$ cat config.mk
export PLATFORM = sky130hd
export DESIGN_NAME = tsb_coord
export DESIGN_NICKNAME = d
export VERILOG_FILES = /design/src/hdl/tsb_pkg.sv /design/src/hdl/tsb_coord.sv
export SDC_FILE = /design/constraint.sdc
export NUM_CORES = 1
export LEC_CHECK = 0
export BUFFER_PORTS_ARGS = -buffer_cell sky130_fd_sc_hd__clkbuf_2
export CAP_MARGIN = 25
export CORE_MARGIN = 1
export CORE_UTILIZATION = 40
export CTS_CLUSTER_DIAMETER = 80
export DETAILED_ROUTE_END_ITERATION = 6
export GPL_ROUTABILITY_DRIVEN = 0
export HOLD_SLACK_MARGIN = 0.05
export SYNTH_ARGS = -nofsm -noshare
export SYNTH_HDL_FRONTEND = slang
export SYNTH_SLANG_ARGS = --single-unit
$ cat constraint.sdc
create_clock -name clk -period 7.2 [get_ports clk]
set_input_delay 1.44 -clock clk [delete_from_list [all_inputs] [get_ports clk]]
set_output_delay 1.44 -clock clk [all_outputs]
set_load 0.02 [all_outputs]
$ cat src/hdl/tsb_pkg.sv
`timescale 1ns / 1ps
// ----------------------------------------------------------------------------
// tsb_pkg: shared types and constants of the bilinear texture sampler
// Request kinds, configuration codes, pipeline structs and coordinate folding.
// ----------------------------------------------------------------------------
package tsb_pkg;

	localparam int ADDR_W = 16;
	localparam int STORE_DEPTH = 1 << ADDR_W;
	localparam logic [31:0] MISSING_COLOR = 32'hFFFF00FF;
	localparam logic OP_WRITE = 1'b0;
	localparam logic OP_SAMPLE = 1'b1;

	typedef enum logic [2:0] {
		REG_TEX_WIDTH     = 3'd0,
		REG_TEX_HEIGHT    = 3'd1,
		REG_WRAP_U        = 3'd2,
		REG_WRAP_V        = 3'd3,
		REG_BILINEAR_ON   = 3'd4,
		REG_TEXTURE_BOUND = 3'd5
	} cfg_reg_t;

	typedef enum logic [1:0] {
		KIND_WRITE  = 2'd0,
		KIND_FILTER = 2'd1,
		KIND_POINT  = 2'd2,
		KIND_BLANK  = 2'd3
	} kind_t;

	typedef struct packed {
		logic [8:0] width;
		logic [8:0] height;
		logic       wrap_u;
		logic       wrap_v;
		logic       bilinear_on;
		logic       texture_bound;
	} cfg_t;

	typedef struct packed {
		kind_t             kind;
		logic [3:0][15:0]  addr;
		logic [31:0]       wdata;
		logic [15:0]       fx;
		logic [15:0]       fy;
	} fetch_req_t;

	typedef struct packed {
		kind_t             kind;
		logic [15:0]       fx;
		logic [15:0]       fy;
		logic [3:0][31:0]  texel;
	} blend_req_t;

	// Wrap to the fraction, or clamp to the range zero to one, in Q1.16.
	function automatic logic [16:0] fold_coord(input logic [31:0] c, input logic wrap);
		logic [16:0] r;
		if (wrap) begin
			r = {1'b0, c[15:0]};
		end else if (c[31]) begin
			r = 17'd0;
		end else if (c > 32'h0001_0000) begin
			r = 17'h1_0000;
		end else begin
			r = c[16:0];
		end
		return r;
	endfunction

endpackage

$ cat src/hdl/tsb_coord.sv
`timescale 1ns / 1ps
// ----------------------------------------------------------------------------
// tsb_coord: coordinate pipeline
// Folds and scales the coordinates, picks texel positions and forms addresses.
// ----------------------------------------------------------------------------
module tsb_coord #(
	parameter int MAX_DIM = 256
) (
	input  logic                clk,
	input  logic                arst_n,
	input  tsb_pkg::cfg_t       cfg,
	input  logic                in_valid,
	output logic                in_ready,
	input  logic                opcode,
	input  logic [15:0]         texel_index,
	input  logic [31:0]         texel_value,
	input  logic [31:0]         coord_u,
	input  logic [31:0]         coord_v,
	output logic                req_valid,
	input  logic                req_ready,
	output tsb_pkg::fetch_req_t req
);

	logic [8:0] w_eff, h_eff, wm1, hm1;
	logic rdy_s1, rdy_s2, rdy_s3;

	logic v_s1, v_s2, v_s3;
	tsb_pkg::kind_t kind_s1, kind_s2;
	logic [15:0] idx_s1, idx_s2;
	logic [31:0] wdata_s1, wdata_s2;
	logic [25:0] px_s1, py_s1;
	logic [8:0] xa_s2, xb_s2, ya_s2, yb_s2;
	logic [15:0] fx_s2, fy_s2;
	tsb_pkg::fetch_req_t req_s3;

	tsb_pkg::kind_t kind_in;
	logic [16:0] qu, qv;
	logic [8:0] xa, xb, ya, yb;
	logic [9:0] x0p1, y0p1, xr, yr;
	logic [25:0] pxr, pyr;
	logic [17:0] rowa, rowb, s00, s10, s01, s11;

	always_comb begin
		w_eff = cfg.width;
		if (cfg.width == 9'd0) begin
			w_eff = 9'd1;
		end else if (32'(cfg.width) > MAX_DIM) begin
			w_eff = 9'(MAX_DIM);
		end
		h_eff = cfg.height;
		if (cfg.height == 9'd0) begin
			h_eff = 9'd1;
		end else if (32'(cfg.height) > MAX_DIM) begin
			h_eff = 9'(MAX_DIM);
		end
		wm1 = w_eff - 9'd1;
		hm1 = h_eff - 9'd1;
	end

	assign rdy_s3 = !v_s3 || req_ready;
	assign rdy_s2 = !v_s2 || rdy_s3;
	assign rdy_s1 = !v_s1 || rdy_s2;
	assign in_ready = rdy_s1;

	always_comb begin
		if (opcode == tsb_pkg::OP_WRITE) begin
			kind_in = tsb_pkg::KIND_WRITE;
		end else if (!cfg.texture_bound) begin
			kind_in = tsb_pkg::KIND_BLANK;
		end else if (cfg.bilinear_on) begin
			kind_in = tsb_pkg::KIND_FILTER;
		end else begin
			kind_in = tsb_pkg::KIND_POINT;
		end
		qu = tsb_pkg::fold_coord(coord_u, cfg.wrap_u);
		qv = tsb_pkg::fold_coord(coord_v, cfg.wrap_v);
	end

	always_ff @(posedge clk or negedge arst_n) begin
		if (!arst_n) begin
			v_s1 <= 1'b0;
		end else if (rdy_s1) begin
			v_s1 <= in_valid;
		end
	end

	always_ff @(posedge clk) begin
		if (rdy_s1 && in_valid) begin
			kind_s1 <= kind_in;
			idx_s1 <= texel_index;
			wdata_s1 <= texel_value;
			px_s1 <= {9'd0, qu} * {17'd0, wm1};
			py_s1 <= {9'd0, qv} * {17'd0, hm1};
		end
	end

	always_comb begin
		pxr = px_s1 + 26'h0008000;
		pyr = py_s1 + 26'h0008000;
		xr = pxr[25:16];
		yr = pyr[25:16];
		x0p1 = {1'b0, px_s1[24:16]} + 10'd1;
		y0p1 = {1'b0, py_s1[24:16]} + 10'd1;
		xb = (x0p1 > {1'b0, wm1}) ? wm1 : x0p1[8:0];
		yb = (y0p1 > {1'b0, hm1}) ? hm1 : y0p1[8:0];
		if (kind_s1 == tsb_pkg::KIND_POINT) begin
			xa = (xr > {1'b0, wm1}) ? wm1 : xr[8:0];
			ya = (yr > {1'b0, hm1}) ? hm1 : yr[8:0];
		end else begin
			xa = px_s1[24:16];
			ya = py_s1[24:16];
		end
	end

	always_ff @(posedge clk or negedge arst_n) begin
		if (!arst_n) begin
			v_s2 <= 1'b0;
		end else if (rdy_s2) begin
			v_s2 <= v_s1;
		end
	end

	always_ff @(posedge clk) begin
		if (rdy_s2 && v_s1) begin
			kind_s2 <= kind_s1;
			idx_s2 <= idx_s1;
			wdata_s2 <= wdata_s1;
			xa_s2 <= xa;
			xb_s2 <= xb;
			ya_s2 <= ya;
			yb_s2 <= yb;
			fx_s2 <= px_s1[15:0];
			fy_s2 <= py_s1[15:0];
		end
	end

	always_comb begin
		rowa = {9'd0, ya_s2} * {9'd0, w_eff};
		rowb = {9'd0, yb_s2} * {9'd0, w_eff};
		s00 = rowa + {9'd0, xa_s2};
		s10 = rowa + {9'd0, xb_s2};
		s01 = rowb + {9'd0, xa_s2};
		s11 = rowb + {9'd0, xb_s2};
	end

	always_ff @(posedge clk or negedge arst_n) begin
		if (!arst_n) begin
			v_s3 <= 1'b0;
		end else if (rdy_s3) begin
			v_s3 <= v_s2;
		end
	end

	always_ff @(posedge clk) begin
		if (rdy_s3 && v_s2) begin
			req_s3.kind <= kind_s2;
			req_s3.addr[0] <= (kind_s2 == tsb_pkg::KIND_WRITE) ? idx_s2 : s00[15:0];
			req_s3.addr[1] <= s10[15:0];
			req_s3.addr[2] <= s01[15:0];
			req_s3.addr[3] <= s11[15:0];
			req_s3.wdata <= wdata_s2;
			req_s3.fx <= fx_s2;
			req_s3.fy <= fy_s2;
		end
	end

	assign req_valid = v_s3;
	assign req = req_s3;

endmodule

==> reports/qor.yml <==
synth_top_area_share: 0.359
numCtsBuffers: 41
layout_setup_ws_ns: 0.244
ff2ff_path_depth: 17
antenna_found_initial: 1
port_buffers: 270
synth_top_area_cell: "edfxtp_1"
timing.final.setup_violations: 0
cp_common_cell: "fa_1"
rsz0062_at_grt: "false"
grt_pass1_vias: 22352
synth_fa_ha_area_frac: 0.313
skew_ns: 0.0240
fin_crit_sh: 0.966
syn-cell-area_um2: 29300
fmax_mhz: 144
cts_tree: "done"
hold_viol: 0
grtUsageTotal: 0.202
ys_seq_area_frac: 0.361
die_w_um: 273
synth_cells: 2773
vias_per_cell: 5.01
synth_compound_area_frac: 0.0618
ys_ff_latch: 353
peakVddDrop_mv: 0.244
cap_violations: 0
insertedDiodeCount: 0
first_pass_iters: 5
path_class: "in -> reg"
status: "finished clean"
top_usage_layer: "met2"
grt_pass1_wl_um: 119000
overflow: 0
cts_max_path_buffers: 3
final_common_cell: "inv_1"
die-area_um2: 74300
grt_max_degree: 66
drc: 0
crit-reg2reg-launch: "ya_s2[1]"
holdWs_ns: 0.413
place_inst: 4187
yosys_warnings: 0
synth-edff-count: 350
worstPathRequired_ns: 7.52
worstMarginPinSlew_ns: 1.01
core_area_um2: 72000
antenna_left: 0
syn_nets: 3456
synth.avg_cell_area_um2: 10.6
rows: 98
min_period_ns: 6.96
synth-simple-area-share: 0.136
hp-class: "reg -> reg"
hold-path-cell-count: 0
start_util: 0.407
grt_use_met3: 0.0221
die_y_um: 273
cp-end-kind: "register"
htreeDepth: 2
dpl.hpwl_um: 60700
cp_data_arrival_time_ns: 7.27
synth_area_leaders: "edfxtp_1 (36%), fa_1 (21%), ha_1 (9.8%), inv_1 (6.0%), nand2_1 (3.5%)"
use_met1: 0.266
globalRouteMet2Util: 0.349
ctsHoldBuffers: 0
layout_common_cells: "inv_1 (465), edfxtp_1 (350), fa_1 (314)"
yosys-mux-area-fraction: 0.00752
ioPinCount: 271
via_count: 21357
rrSetupSlack_ns: 1.65
critPathSlowestCell: "fa_1"
synth_ff_type: "edfxtp_1"
timing.rr.end: "req[79]"
power_density_nw_per_um2: 394
synth_top_family_by_area: "adder cells"
synthXorXnorAreaFrac: 0.0487
p_leak_nw: 16.6
fin_nets: 3965
clkSlewWorstSetupHoldPaths_ns: 0.06
synth_cell_types: 75
crit_path_max_fanout: 10
max_stage_delay_ns: 0.53
cts_root_buffer: "clkbuf_16"
final_layout_size_suffix_gt1_frac: 0.216
async_flop_share: 0.00850
final_max_slew_viol_count: 0
worst_setup_path_start_kind: "input port"
layoutNonFillerInstCount: 4265
dpl_worst_slack_ns: -0.464
clock-sinks: 353
fin_total_pwr_mw: 14.0
hp-start: "wdata_s1[17]"
relSlewSlack: 0.328
wl_um: 74200
clock_latency_ns: 0.58
wl_per_cell_um: 17.4
hold_path_end: "wdata_s2[17]"
drt_iter0_markers: 1308
syn_to_final_growth_pct: 20.8
fill_cells: 6555
## stage by stage
stage | setup TNS [ns] | utilization | instance area, µm²
after floorplan | -0.145 | - | 29700
after global placement | -2.90 | 0.471 | 33900
after detailed placement | -5.03 | 0.471 | 33900
after CTS | 0 | 0.490 | 35300
after global routing | 0 | 0.492 | 35400
final | 0 | 0.492 | 35400
## cells by family (layout without fill, tap and decap cells)
family | Yosys count | after routing
flip-flops | 353 | 353
AO/OA/AOI/OAI | 274 | 274
AND/OR/NAND/NOR | 866 | 866
buffers and inverters | 551 | 1093
XOR/XNOR | 163 | 163
multiplexers | 20 | 20
adder cells (fa/ha/maj) | 546 | 546
## flip-flops by register name, summed over array words and instances, names as in the netlist, 16 cells and up
signal    flops
req         130
wdata_s1     32
wdata_s2     32
px_s1        26
py_s1        26
fx_s2        16
fy_s2        16
idx_s1       16
idx_s2       16
## worst max-delay path, delay by kind of cell
family / cells / cell delay [ns]
AO/OA/AOI/OAI: 7 / 1.17
XOR/XNOR: 1 / 0.10
adder cells (fa/ha/maj): 6 / 2.55
buffers and inverters: 6 / 0.55
AND/OR/NAND/NOR: 6 / 1.45
## synth_stat cells (25+ instances only)
cell	count
edfxtp_1	350
a21o_1	31
xor2_1	59
ha_1	230
and2_1	83
nor3_1	29
xnor2_1	104
o21ai_0	54
nor2_1	261
o21a_1	25
a21oi_1	80
fa_1	314
nand2b_1	28
nand2_1	276
inv_1	469
nand3_1	71
clkbuf_1	52
## worst max-delay path by stage
stage / from / to / depth (start not counted)
3_3_place_gp: cfg[10] / py_s1[25] / 26
2_1_floorplan: cfg[8] / py_s1[24] / 27
4_1_cts: cfg[8] / py_s1[25] / 26
3_5_place_dp: cfg[8] / py_s1[25] / 26
6_report: cfg[8] / py_s1[24] / 26
5_1_grt: cfg[15] / px_s1[24] / 30
## timing repair
action	4_1_cts	5_1_grt
setup endpoints to repair	0	10
resized for setup	0	16
setup buffers	0	1
endpoints found under the hold margin	0	0
## area by class of cell
class	instances	area [µm²]	share of cell area
inverters	470	1770	0.0500
flip-flops and latches	353	10600	0.299
repair buffers	547	3520	0.0994
multi-input cells	1869	16900	0.479
clock inverters	26	324	0.00916
clock buffers	50	1060	0.0299
well taps	950	1190	0.0336
## report_power, final
group,leakage (nW),switching (mW),internal [mW]
clock,0.658,0.884,1.22
sequential,3.42,0.343,3.20
combinational,12.6,4.52,3.79
## metal layers
layer  part of all wire  wire length (µm)  up-vias
met5            0.00018                13        -
met4              0.028              2090        2
met3              0.047              3510      126
met2               0.49             36700      650
met1               0.43             31900    10529
li1                   -                 -    10050
Note: power is estimated with default switching activity, not from simulation.
